<file path="config.mk">
export PLATFORM = sky130hd
export DESIGN_NAME = sha256_stream_hasher
export DESIGN_NICKNAME = d
export VERILOG_FILES = /design/src/hdl/shs_pkg.sv /design/src/hdl/shs_round.sv /design/src/hdl/sha256_stream_hasher.sv
export SDC_FILE = /design/constraint.sdc
export NUM_CORES = 2
export LEC_CHECK = 0
export BUFFER_PORTS_ARGS = -buffer_cell sky130_fd_sc_hd__buf_2
export CAP_MARGIN = 0
export CORE_MARGIN = 3
export CORE_UTILIZATION = 40
export CTS_CLUSTER_DIAMETER = 150
export CTS_CLUSTER_SIZE = 8
export DETAILED_ROUTE_END_ITERATION = 8
export PLACE_DENSITY = 0.66
export SLEW_MARGIN = 10
export SYNTH_ARGS = -nofsm -noshare
export SYNTH_HDL_FRONTEND = slang
export SYNTH_HIERARCHICAL = 1
export SYNTH_SLANG_ARGS = --single-unit
</file>
<file path="constraint.sdc">
create_clock -name i_clk -period 17.07 [get_ports i_clk]
set_input_delay 2.5605 -clock i_clk [delete_from_list [all_inputs] [get_ports i_clk]]
set_output_delay 2.5605 -clock i_clk [all_outputs]
set_load 0.01 [all_outputs]
</file>
<file path="src/hdl/shs_pkg.sv">
// Shared types, constants and SHA-256 bit functions for the stream hasher.
package shs_pkg;

    typedef logic [31:0] t_word;

    // Working variables a..h, with a at index 0.
    typedef logic [7:0][31:0] t_words;

    // Input kinds carried on the slave tuser bit.
    localparam logic KindData   = 1'b0;
    localparam logic KindFinish = 1'b1;

    // Padding and sequencing marks.
    localparam logic [7:0] PadMark   = 8'h80;
    localparam logic [5:0] LenStart  = 6'd56;
    localparam logic [5:0] LastByte  = 6'd63;
    localparam logic [5:0] LastRound = 6'd63;
    localparam logic [2:0] LastWord  = 3'd7;

    typedef enum logic [2:0] {
        S_IDLE,
        S_PAD,
        S_ROUND,
        S_ADD,
        S_OUT
    } t_state;

    localparam t_word InitH [8] = '{
        32'h6a09e667, 32'hbb67ae85, 32'h3c6ef372, 32'ha54ff53a,
        32'h510e527f, 32'h9b05688c, 32'h1f83d9ab, 32'h5be0cd19
    };

    localparam t_word RoundK [64] = '{
        32'h428a2f98, 32'h71374491, 32'hb5c0fbcf, 32'he9b5dba5,
        32'h3956c25b, 32'h59f111f1, 32'h923f82a4, 32'hab1c5ed5,
        32'hd807aa98, 32'h12835b01, 32'h243185be, 32'h550c7dc3,
        32'h72be5d74, 32'h80deb1fe, 32'h9bdc06a7, 32'hc19bf174,
        32'he49b69c1, 32'hefbe4786, 32'h0fc19dc6, 32'h240ca1cc,
        32'h2de92c6f, 32'h4a7484aa, 32'h5cb0a9dc, 32'h76f988da,
        32'h983e5152, 32'ha831c66d, 32'hb00327c8, 32'hbf597fc7,
        32'hc6e00bf3, 32'hd5a79147, 32'h06ca6351, 32'h14292967,
        32'h27b70a85, 32'h2e1b2138, 32'h4d2c6dfc, 32'h53380d13,
        32'h650a7354, 32'h766a0abb, 32'h81c2c92e, 32'h92722c85,
        32'ha2bfe8a1, 32'ha81a664b, 32'hc24b8b70, 32'hc76c51a3,
        32'hd192e819, 32'hd6990624, 32'hf40e3585, 32'h106aa070,
        32'h19a4c116, 32'h1e376c08, 32'h2748774c, 32'h34b0bcb5,
        32'h391c0cb3, 32'h4ed8aa4a, 32'h5b9cca4f, 32'h682e6ff3,
        32'h748f82ee, 32'h78a5636f, 32'h84c87814, 32'h8cc70208,
        32'h90befffa, 32'ha4506ceb, 32'hbef9a3f7, 32'hc67178f2
    };

    // Round function sigma on the a word.
    function automatic t_word big_sigma0(input t_word x);
        return {x[1:0], x[31:2]} ^ {x[12:0], x[31:13]} ^ {x[21:0], x[31:22]};
    endfunction

    // Round function sigma on the e word.
    function automatic t_word big_sigma1(input t_word x);
        return {x[5:0], x[31:6]} ^ {x[10:0], x[31:11]} ^ {x[24:0], x[31:25]};
    endfunction

    // Message schedule sigma on the word fifteen back.
    function automatic t_word small_sigma0(input t_word x);
        return {x[6:0], x[31:7]} ^ {x[17:0], x[31:18]} ^ {3'b000, x[31:3]};
    endfunction

    // Message schedule sigma on the word two back.
    function automatic t_word small_sigma1(input t_word x);
        return {x[16:0], x[31:17]} ^ {x[18:0], x[31:19]} ^ {10'd0, x[31:10]};
    endfunction

endpackage

</file>
<file path="src/hdl/shs_round.sv">
// One SHA-256 compression round, shared by all 64 rounds of every block.
module shs_round (
    input  shs_pkg::t_words i_v,
    input  shs_pkg::t_word  i_k,
    input  shs_pkg::t_word  i_w,
    output shs_pkg::t_words o_v
);

    shs_pkg::t_word t1;
    shs_pkg::t_word t2;
    shs_pkg::t_word ch;
    shs_pkg::t_word maj;

    // Choice and majority over the working words.
    assign ch  = (i_v[4] & i_v[5]) ^ (~i_v[4] & i_v[6]);
    assign maj = (i_v[0] & i_v[1]) ^ (i_v[0] & i_v[2]) ^ (i_v[1] & i_v[2]);

    // The two temporaries of the round.
    assign t1 = i_v[7] + shs_pkg::big_sigma1(i_v[4]) + ch + i_k + i_w;
    assign t2 = shs_pkg::big_sigma0(i_v[0]) + maj;

    // Rotate the working words, folding in the new a and e.
    assign o_v[0] = t1 + t2;
    assign o_v[1] = i_v[0];
    assign o_v[2] = i_v[1];
    assign o_v[3] = i_v[2];
    assign o_v[4] = i_v[3] + t1;
    assign o_v[5] = i_v[4];
    assign o_v[6] = i_v[5];
    assign o_v[7] = i_v[6];

endmodule

</file>
<file path="src/hdl/sha256_stream_hasher.sv">
// SHA-256 hasher over a byte stream, with one round unit under a small sequencer.
//
//  channel  | dir | tdata                 | tuser            | tlast
//  ---------+-----+-----------------------+------------------+-----------
//  slave s  | in  | [7:0] data_byte       | [0] kind         | -
//  master m | out | [31:0] digest_word    | [2:0] word_index | last word
//
// A data byte is taken while idle. The byte that fills a block starts the 64
// rounds through the one round unit and then the chaining add.
// A finish shifts in one padding byte per cycle up to the block end (a second
// block when more than 55 bytes were pending), each block then compressed,
// and then gives eight digest words, one per cycle while the sink takes them.
// Reset loads the initial hash values and clears the byte and block counts.
// The slave side is ready only while idle; a stalled digest word holds.
module sha256_stream_hasher (
    input  logic        i_clk,
    input  logic        i_rst_n,
    input  logic        i_s_tvalid,
    output logic        o_s_tready,
    input  logic [7:0]  i_s_tdata,  // [7:0] data_byte
    input  logic        i_s_tuser,  // [0] kind
    output logic        o_m_tvalid,
    input  logic        i_m_tready,
    output logic [31:0] o_m_tdata,  // [31:0] digest_word
    output logic [2:0]  o_m_tuser,  // [2:0] word_index
    output logic        o_m_tlast
);

    shs_pkg::t_state r_state;
    shs_pkg::t_state n_state;

    // Block store, also the 16-word schedule window; oldest word in the top bits.
    logic [511:0]    r_blk;
    logic [5:0]      r_fill;
    logic [54:0]     r_blocks;
    logic [63:0]     r_len;
    logic            r_len_ok;
    logic            r_pad_first;
    logic            r_pad_mode;
    logic            r_final;
    logic [5:0]      r_round;
    logic [2:0]      r_oidx;
    shs_pkg::t_words r_h;
    shs_pkg::t_words r_v;

    logic            s_acc;
    logic            m_acc;
    logic            pad_len;
    logic [7:0]      pad_byte;
    logic            byte_en;
    logic [7:0]      byte_val;
    shs_pkg::t_word  w_t;
    shs_pkg::t_word  w_next;
    shs_pkg::t_words round_v;

    assign s_acc = i_s_tvalid && o_s_tready;
    assign m_acc = o_m_tvalid && i_m_tready;

    // Padding byte: marker first, then zeros, then the length once allowed.
    assign pad_len  = r_len_ok && (r_fill >= shs_pkg::LenStart) && !r_pad_first;
    assign pad_byte = r_pad_first ? shs_pkg::PadMark : (pad_len ? r_len[63:56] : 8'h00);

    // Schedule window taps and the next schedule word.
    assign w_t    = r_blk[511 -: 32];
    assign w_next = shs_pkg::small_sigma1(r_blk[511 - 32 * 14 -: 32]) +
                    r_blk[511 - 32 * 9 -: 32] +
                    shs_pkg::small_sigma0(r_blk[511 - 32 * 1 -: 32]) + w_t;

    shs_round u_round (
        .i_v (r_v),
        .i_k (shs_pkg::RoundK[r_round]),
        .i_w (w_t),
        .o_v (round_v)
    );

    // State register.
    always_ff @(posedge i_clk) begin
        if (!i_rst_n) begin
            r_state <= shs_pkg::S_IDLE;
        end else begin
            r_state <= n_state;
        end
    end

    // Next state and byte shift control.
    always_comb begin
        n_state  = r_state;
        byte_en  = 1'b0;
        byte_val = i_s_tdata;
        case (r_state)
            shs_pkg::S_IDLE: begin
                if (s_acc) begin
                    if (i_s_tuser == shs_pkg::KindData) begin
                        byte_en = 1'b1;
                        if (r_fill == shs_pkg::LastByte) begin
                            n_state = shs_pkg::S_ROUND;
                        end
                    end else begin
                        n_state = shs_pkg::S_PAD;
                    end
                end
            end
            shs_pkg::S_PAD: begin
                byte_en  = 1'b1;
                byte_val = pad_byte;
                if (r_fill == shs_pkg::LastByte) begin
                    n_state = shs_pkg::S_ROUND;
                end
            end
            shs_pkg::S_ROUND: begin
                if (r_round == shs_pkg::LastRound) begin
                    n_state = shs_pkg::S_ADD;
                end
            end
            shs_pkg::S_ADD: begin
                if (r_final) begin
                    n_state = shs_pkg::S_OUT;
                end else if (r_pad_mode) begin
                    n_state = shs_pkg::S_PAD;
                end else begin
                    n_state = shs_pkg::S_IDLE;
                end
            end
            shs_pkg::S_OUT: begin
                if (m_acc && (r_oidx == shs_pkg::LastWord)) begin
                    n_state = shs_pkg::S_IDLE;
                end
            end
            default: begin
                n_state = shs_pkg::S_IDLE;
            end
        endcase
    end

    // Block store, working words and length shifter.
    always_ff @(posedge i_clk) begin
        if (byte_en) begin
            r_blk <= {r_blk[503:0], byte_val};
        end else if (r_state == shs_pkg::S_ROUND) begin
            r_blk <= {r_blk[479:0], w_next};
        end

        if (byte_en && (r_fill == shs_pkg::LastByte)) begin
            r_v <= r_h;
        end else if (r_state == shs_pkg::S_ROUND) begin
            r_v <= round_v;
        end

        if (s_acc && (i_s_tuser == shs_pkg::KindFinish)) begin
            r_len <= {r_blocks, r_fill, 3'b000};
        end else if ((r_state == shs_pkg::S_PAD) && pad_len) begin
            r_len <= {r_len[55:0], 8'h00};
        end
    end

    // Counters, padding flags and chaining state.
    always_ff @(posedge i_clk) begin
        if (!i_rst_n) begin
            r_fill      <= '0;
            r_blocks    <= '0;
            r_len_ok    <= 1'b0;
            r_pad_first <= 1'b0;
            r_pad_mode  <= 1'b0;
            r_final     <= 1'b0;
            r_round     <= '0;
            r_oidx      <= '0;
            for (int i = 0; i < 8; i++) begin
                r_h[i] <= shs_pkg::InitH[i];
            end
        end else begin
            if (byte_en) begin
                r_fill <= r_fill + 6'd1;
            end

            // A finish starts the padding run.
            if (s_acc && (i_s_tuser == shs_pkg::KindFinish)) begin
                r_len_ok    <= (r_fill < shs_pkg::LenStart);
                r_pad_first <= 1'b1;
                r_pad_mode  <= 1'b1;
            end

            // The byte that ends a padded block decides if it is the last one.
            if (r_state == shs_pkg::S_PAD) begin
                r_pad_first <= 1'b0;
                if (r_fill == shs_pkg::LastByte) begin
                    if (pad_len) begin
                        r_final <= 1'b1;
                    end else begin
                        r_len_ok <= 1'b1;
                    end
                end
            end

            if (r_state == shs_pkg::S_ROUND) begin
                r_round <= r_round + 6'd1;
            end

            // Fold the working words into the chaining state.
            if (r_state == shs_pkg::S_ADD) begin
                for (int i = 0; i < 8; i++) begin
                    r_h[i] <= r_h[i] + r_v[i];
                end
                if (!r_pad_mode) begin
                    r_blocks <= r_blocks + 55'd1;
                end
            end

            // Shift the digest out word 0 first, refilling with the initial values.
            if ((r_state == shs_pkg::S_OUT) && m_acc) begin
                for (int i = 0; i < 7; i++) begin
                    r_h[i] <= r_h[i + 1];
                end
                r_h[7] <= shs_pkg::InitH[r_oidx];
                r_oidx <= r_oidx + 3'd1;
                if (r_oidx == shs_pkg::LastWord) begin
                    r_blocks   <= '0;
                    r_pad_mode <= 1'b0;
                    r_final    <= 1'b0;
                end
            end
        end
    end

    // Port outputs.
    assign o_s_tready = (r_state == shs_pkg::S_IDLE);
    assign o_m_tvalid = (r_state == shs_pkg::S_OUT);
    assign o_m_tdata  = r_h[0];
    assign o_m_tuser  = r_oidx;
    assign o_m_tlast  = (r_oidx == shs_pkg::LastWord);

    // Rounds advance one per cycle.
    a_round_step: assert property (@(posedge i_clk) disable iff (!i_rst_n)
        (r_state == shs_pkg::S_ROUND) && (r_round != shs_pkg::LastRound)
        |=> r_round == ($past(r_round) + 6'd1))
        else $error("round counter skipped");

    // A block is compressed only once all 64 bytes are in.
    a_full_block: assert property (@(posedge i_clk) disable iff (!i_rst_n)
        (r_state == shs_pkg::S_ADD) |-> (r_fill == 6'd0))
        else $error("compressed a partial block");

    // No bytes are pending while the digest goes out.
    a_out_empty: assert property (@(posedge i_clk) disable iff (!i_rst_n)
        o_m_tvalid |-> (r_fill == 6'd0) && r_final)
        else $error("digest out with bytes pending");

    // After the last word the hasher is idle and back at the start state.
    a_restart: assert property (@(posedge i_clk) disable iff (!i_rst_n)
        m_acc && o_m_tlast |=> o_s_tready && (r_blocks == 55'd0) &&
        (r_h[0] == shs_pkg::InitH[0]))
        else $error("hasher not restarted after digest");

endmodule
</file>
[After elaboration in Yosys (flattened, before gate mapping)]
Memories as Yosys holds them, arrays and structs flattened.
Index checks and enable logic that the tools add are counted.
Storage, ports and cells
  memories: 2
  flip-flop bits (word level): 1162
  output and inout bits: 38
  ROM bits: 2304
Memory list
  (no name shown): words 64, width 32, rd ports 1, clocked after memory_dff 0, wr ports 0, line sha256_stream_hasher.sv:71  | .i_k (shs_pkg::RoundK[r_round]),
  (no name shown): words 8, width 32, rd ports 1, clocked after memory_dff 0, wr ports 0, line sha256_stream_hasher.sv:213  | r_h[7] <= shs_pkg::InitH[r_oidx];
Cells by class
  multiplexer cells: 42
  $lt $le $gt $ge: 4
  $add $sub $neg: 22
  bitwise gates (word level): 20
  equal/unequal tests: 10
  reduce and logical (&&, ||, !) cells: 17
Operators with widths (count)
  $mux W256: 4
  $mux W512: 2
  $add A32 B32 Y32: 18
  $xor A32 B32 Y32: 9
  $mux W55: 4
  $and A32 B32 Y32: 5
  $mux W32: 4
  $mux W64: 2
  $add A55 B1 Y55 const B: 1
  $not A32 Y32: 1
  $xor A32 B22 Y32: 1
  $xor A32 B29 Y32: 1
  $mux W8: 3
  $mux W3: 6
  $mux W1: 15
  $pmux W3 S5: 1
  $add A6 B1 Y6 const B: 2
  $eq A6 B6 Y1 const B: 2
  $logic_and A1 B1 Y1: 9
  $reduce_bool A2 Y1: 4
  $ge A7 B7 Y1 const B: 1
  $not A6 Y7: 1
  $eq A3 B2 Y1 const B: 2
  $eq A3 B3 Y1 const B: 2
  14 further kinds: 15

[Logic depth before layout (Yosys ltp)]
  word-level depth: 9
  mapped depth: 41

[Modules after synthesis]
Netlist, hierarchy kept.
By module, submodules not included
  sha256_stream_hasher: seq. area each 31560.3 sq um, instances 1, area each 67369.6 sq um, cells an instance 7041
  shs_round: seq. area each 0.0 sq um, instances 1, area each 11096.9 sq um, cells an instance 1375

[Least setup slack after synthesis]
No wires, ideal clock.
  path kind: input port to flip-flop
  start: input port i_s_tvalid
  end: register r_blk[0] (enable)
  slack: 1.465 ns
  buffers on the path: 2
  data arrival time: 11.924 ns
  cell stages on the path: 5
  cell sequence: nor2b_1 o21ai_1 clkbuf_1 clkbuf_1 nand2_1
Between the ends
  longest elaborated chain between the ends: 4
Ends and longest elaborated chain
  start, declared: line sha256_stream_hasher.sv:18  | input logic i_s_tvalid,
  $logic_and A1 B1 Y1: line sha256_stream_hasher.sv:56  | assign s_acc = i_s_tvalid && o_s_tready;
  $mux W1: line sha256_stream_hasher.sv:92  | if (s_acc) begin
  $pmux W1 S2: line sha256_stream_hasher.sv:90  | case (r_state)
  $reduce_bool A2 Y1 (no source line)
  end signal, assigned: line sha256_stream_hasher.sv:138  | r_blk <= {r_blk[503:0], byte_val};
  end signal, assigned: line sha256_stream_hasher.sv:140  | r_blk <= {r_blk[479:0], w_next};
  end, declared: line sha256_stream_hasher.sv:33  | logic [511:0] r_blk;
Every way passes these cells.
A chain may end at the register's enable or synchronous reset.

==> out/metrics.yaml <==
fmax_mhz: 96.7
ir_worst_vdd_mv: 0.113
synth_area_leader_cell: "edfxtp_1"
power_density_nw_per_um2: 125
ys_seq_area_share_pct: 40.2
min_period_ps: 10340
leakage_nw: 34.2
status: "completed"
power_mw: 10.5
fillers: 18650
numCtsBuffers: 163
criticalPathCategory: "reg -> reg"
final_nets: 8656
hp-class: "reg -> reg"
worstMarginPinSlew_ps: 1360
post-cts-setup-buffers: 0
syn_avg_cell_area_um2: 9.32
finalClockSkew_ps: 43.8
rsz0062_at_grt: "no"
start_util_pct: 40.5
final-max-slew-violation-count: 0
ant_nets: 0
startpoint: "r_round[0]"
critPathRequiredTime_ps: 17620
use_met1_pct: 30.2
grt_overflow: 0
routedWlPerCell_um: 21.8
grtUsageMet2_pct: 35.8
clock-sinks: 1162
hold_viol_final: 0
drt_iter0_markers: 6302
gp_congestion: 0.985
crit_slowest_cell: "ha_1"
synthTopCellsByArea: "edfxtp_1 (32%), nand2_1 (8.6%), dfxtp_1 (8.5%)"
critPathMostFrequentCell: "inv_1"
clkTransAtPathRegs_ps: 50
setup_violations: 0
clk_latency_ps: 810
finalWirelength_mm: 235
timing.setup.tns_ps: 0
final_common_cell: "nand2_1"
dieArea_um2: 202000
syn_inst: 8416
cap_violations: 0
startpoint_type: "register"
routed-via-count: 61045
synthesis.nets: 9030
coreArea_um2: 194000
final_layout_size_suffix_gt1_share_pct: 8.53
die_h_um: 449
track_usage_pct: 22.5
cts_tree: "built"
synth_edf_count: 829
fin_crit_sh_pct: 60.6
syn-cell-area_um2: 78500
dieWidth_um: 449
ys_warn_count: 6
use_met3_pct: 4.06
clock_path_buffers: 3
synth_ff_type: "edfxtp_1"
top_usage_layer: "met2"
ctsResizeCount: 0
grt_max_degree: 267
htree_levels: 4
ys_async_sr_fraction_pct: 0
critPathMaxStageDelay_ps: 800
dp_hpwl_mm: 167
antenna_found_initial: 5
cp-end-kind: "register"
synth.distinct_cells: 94
dr.pass1.iters: 8
slew_headroom_pct: 9.03
grt_pass1_wl_mm: 356
area_growth_pct: 7.14
crit-reg2reg-launch: "r_round[0]"
clockRootBuffer: "clkbuf_16"
ios: 51
detail_route.vias_per_cell: 5.67
final_cell_mix: "nand2_1 (1,790), edfxtp_1 (829), a21oi_1 (497)"
critPathMaxFanout: 24
synth_top_area_share_pct: 31.7
grt_pass1_vias: 58803
placement.io_buffers: 50
min-delay-start: "r_blocks[42]"
ys_seq_elements: 1162
rows: 161
drc_errors: 0
worst_ep_arrival_time_ps: 10890
holdBufCountCts: 0
[area by class of cell]
class / instances / area (µm²) / area share [%]
diodes: 2 / 5.00 / 0.00595
clock buffers: 257 / 4450 / 5.30
clock inverters: 15 / 330 / 0.393
inverters: 465 / 1750 / 2.08
multi-input cells: 6142 / 42000 / 49.9
flip-flops and latches: 1162 / 31600 / 37.5
well taps: 2608 / 3260 / 3.88
repair buffers: 108 / 754 / 0.897
[final timing paths]
path,slack [ps],depth (start not counted),to
min reg2reg,500,2,r_blocks[42]
max,6730,38,r_v[30]
min,500,2,r_blocks[42]
max reg2reg,6730,38,r_v[30]
[synth_stat cells, types with 25 or more instances]
master        n
a211oi_1     57
a21o_1      201
a21oi_1     497
a221oi_1     27
a22oi_1     124
a31oi_1      65
and2_1       25
and3_1       57
buf_1        44
buf_4       224
clkbuf_1    377
dfxtp_1     333
edfxtp_1    829
fa_1        195
ha_1        406
inv_1       461
mux2_2      333
mux2i_1      29
nand2_1    1795
nand2b_1     47
nand3_1     114
nand4_1      47
nor2_1      387
nor2b_1      56
nor3_1       86
o2111ai_1    68
o211ai_1     74
o21a_1       46
o21ai_0     392
o21bai_1     49
o22ai_1      31
o31ai_1      29
or3_1        26
xnor2_1     390
xor2_1      233
[cell families (layout without fill, tap and decap cells)]
kind of cell    Yosys count  after routing  synth area share, %
other cells               0              2                    0
xor+xnor                625            625                 7.01
flops                  1162           1162                 40.2
compound gates         1831           1831                 15.1
fa+ha+maj               604            604                 11.5
simple gates           2715           2715                 14.5
mux                     367            367                 5.29
buf+inv                1112            845                 6.39
[worst max-delay path: cells and delay by family (launching register included)]
family | cells | cell delay [ps]
compound gates | 17 | 3660
fa+ha+maj | 7 | 3400
buf+inv | 7 | 1390
simple gates | 5 | 950
flops | 1 | 300
mux | 1 | 260
xor+xnor | 1 | 130
[state kept, by name (all words and copies together), names as in the netlist]
register / flops
r_blocks: 55
r_h: 224
r_round: 6
o_m_tdata: 32
o_m_tuser: 3
r_pad_mode: 1
r_pad_first: 1
r_len: 61
r_blk: 512
r_state: 3
r_len_ok: 1
r_v: 256
r_final: 1
r_fill: 6
[through the flow]
stage / setup slack, ps / util [%] / instances / area (µm²) / hold WS, ps
floorplan: 1470 / - / 8416 / 78500 / 454
global placement: 6740 / 40.9 / 10485 / 79300 / 477
detailed placement: 6750 / 40.9 / 10485 / 79300 / 486
CTS: 6740 / 43.4 / 10757 / 84100 / 495
global route: 5950 / 43.4 / 10758 / 84100 / 528
finish: 6730 / 43.4 / 10759 / 84100 / 496
[per-layer routing]
metal	part of all wire [%]	up-vias
met1	43	29878
met4	4.1	2
met3	7.1	454
li1	-	28525
met5	0.0038	-
met2	46	2186
[where the power goes]
part	leakage [nW]	total, mW	internal, mW	switching (mW)
Combinational	21.4	3.90	1.60	2.30
Clock	2.26	3.08	1.79	1.29
Sequential	10.5	3.57	3.42	0.152
Total	34.2	10.5	6.81	3.74
Power figures use the tool's default switching activity.
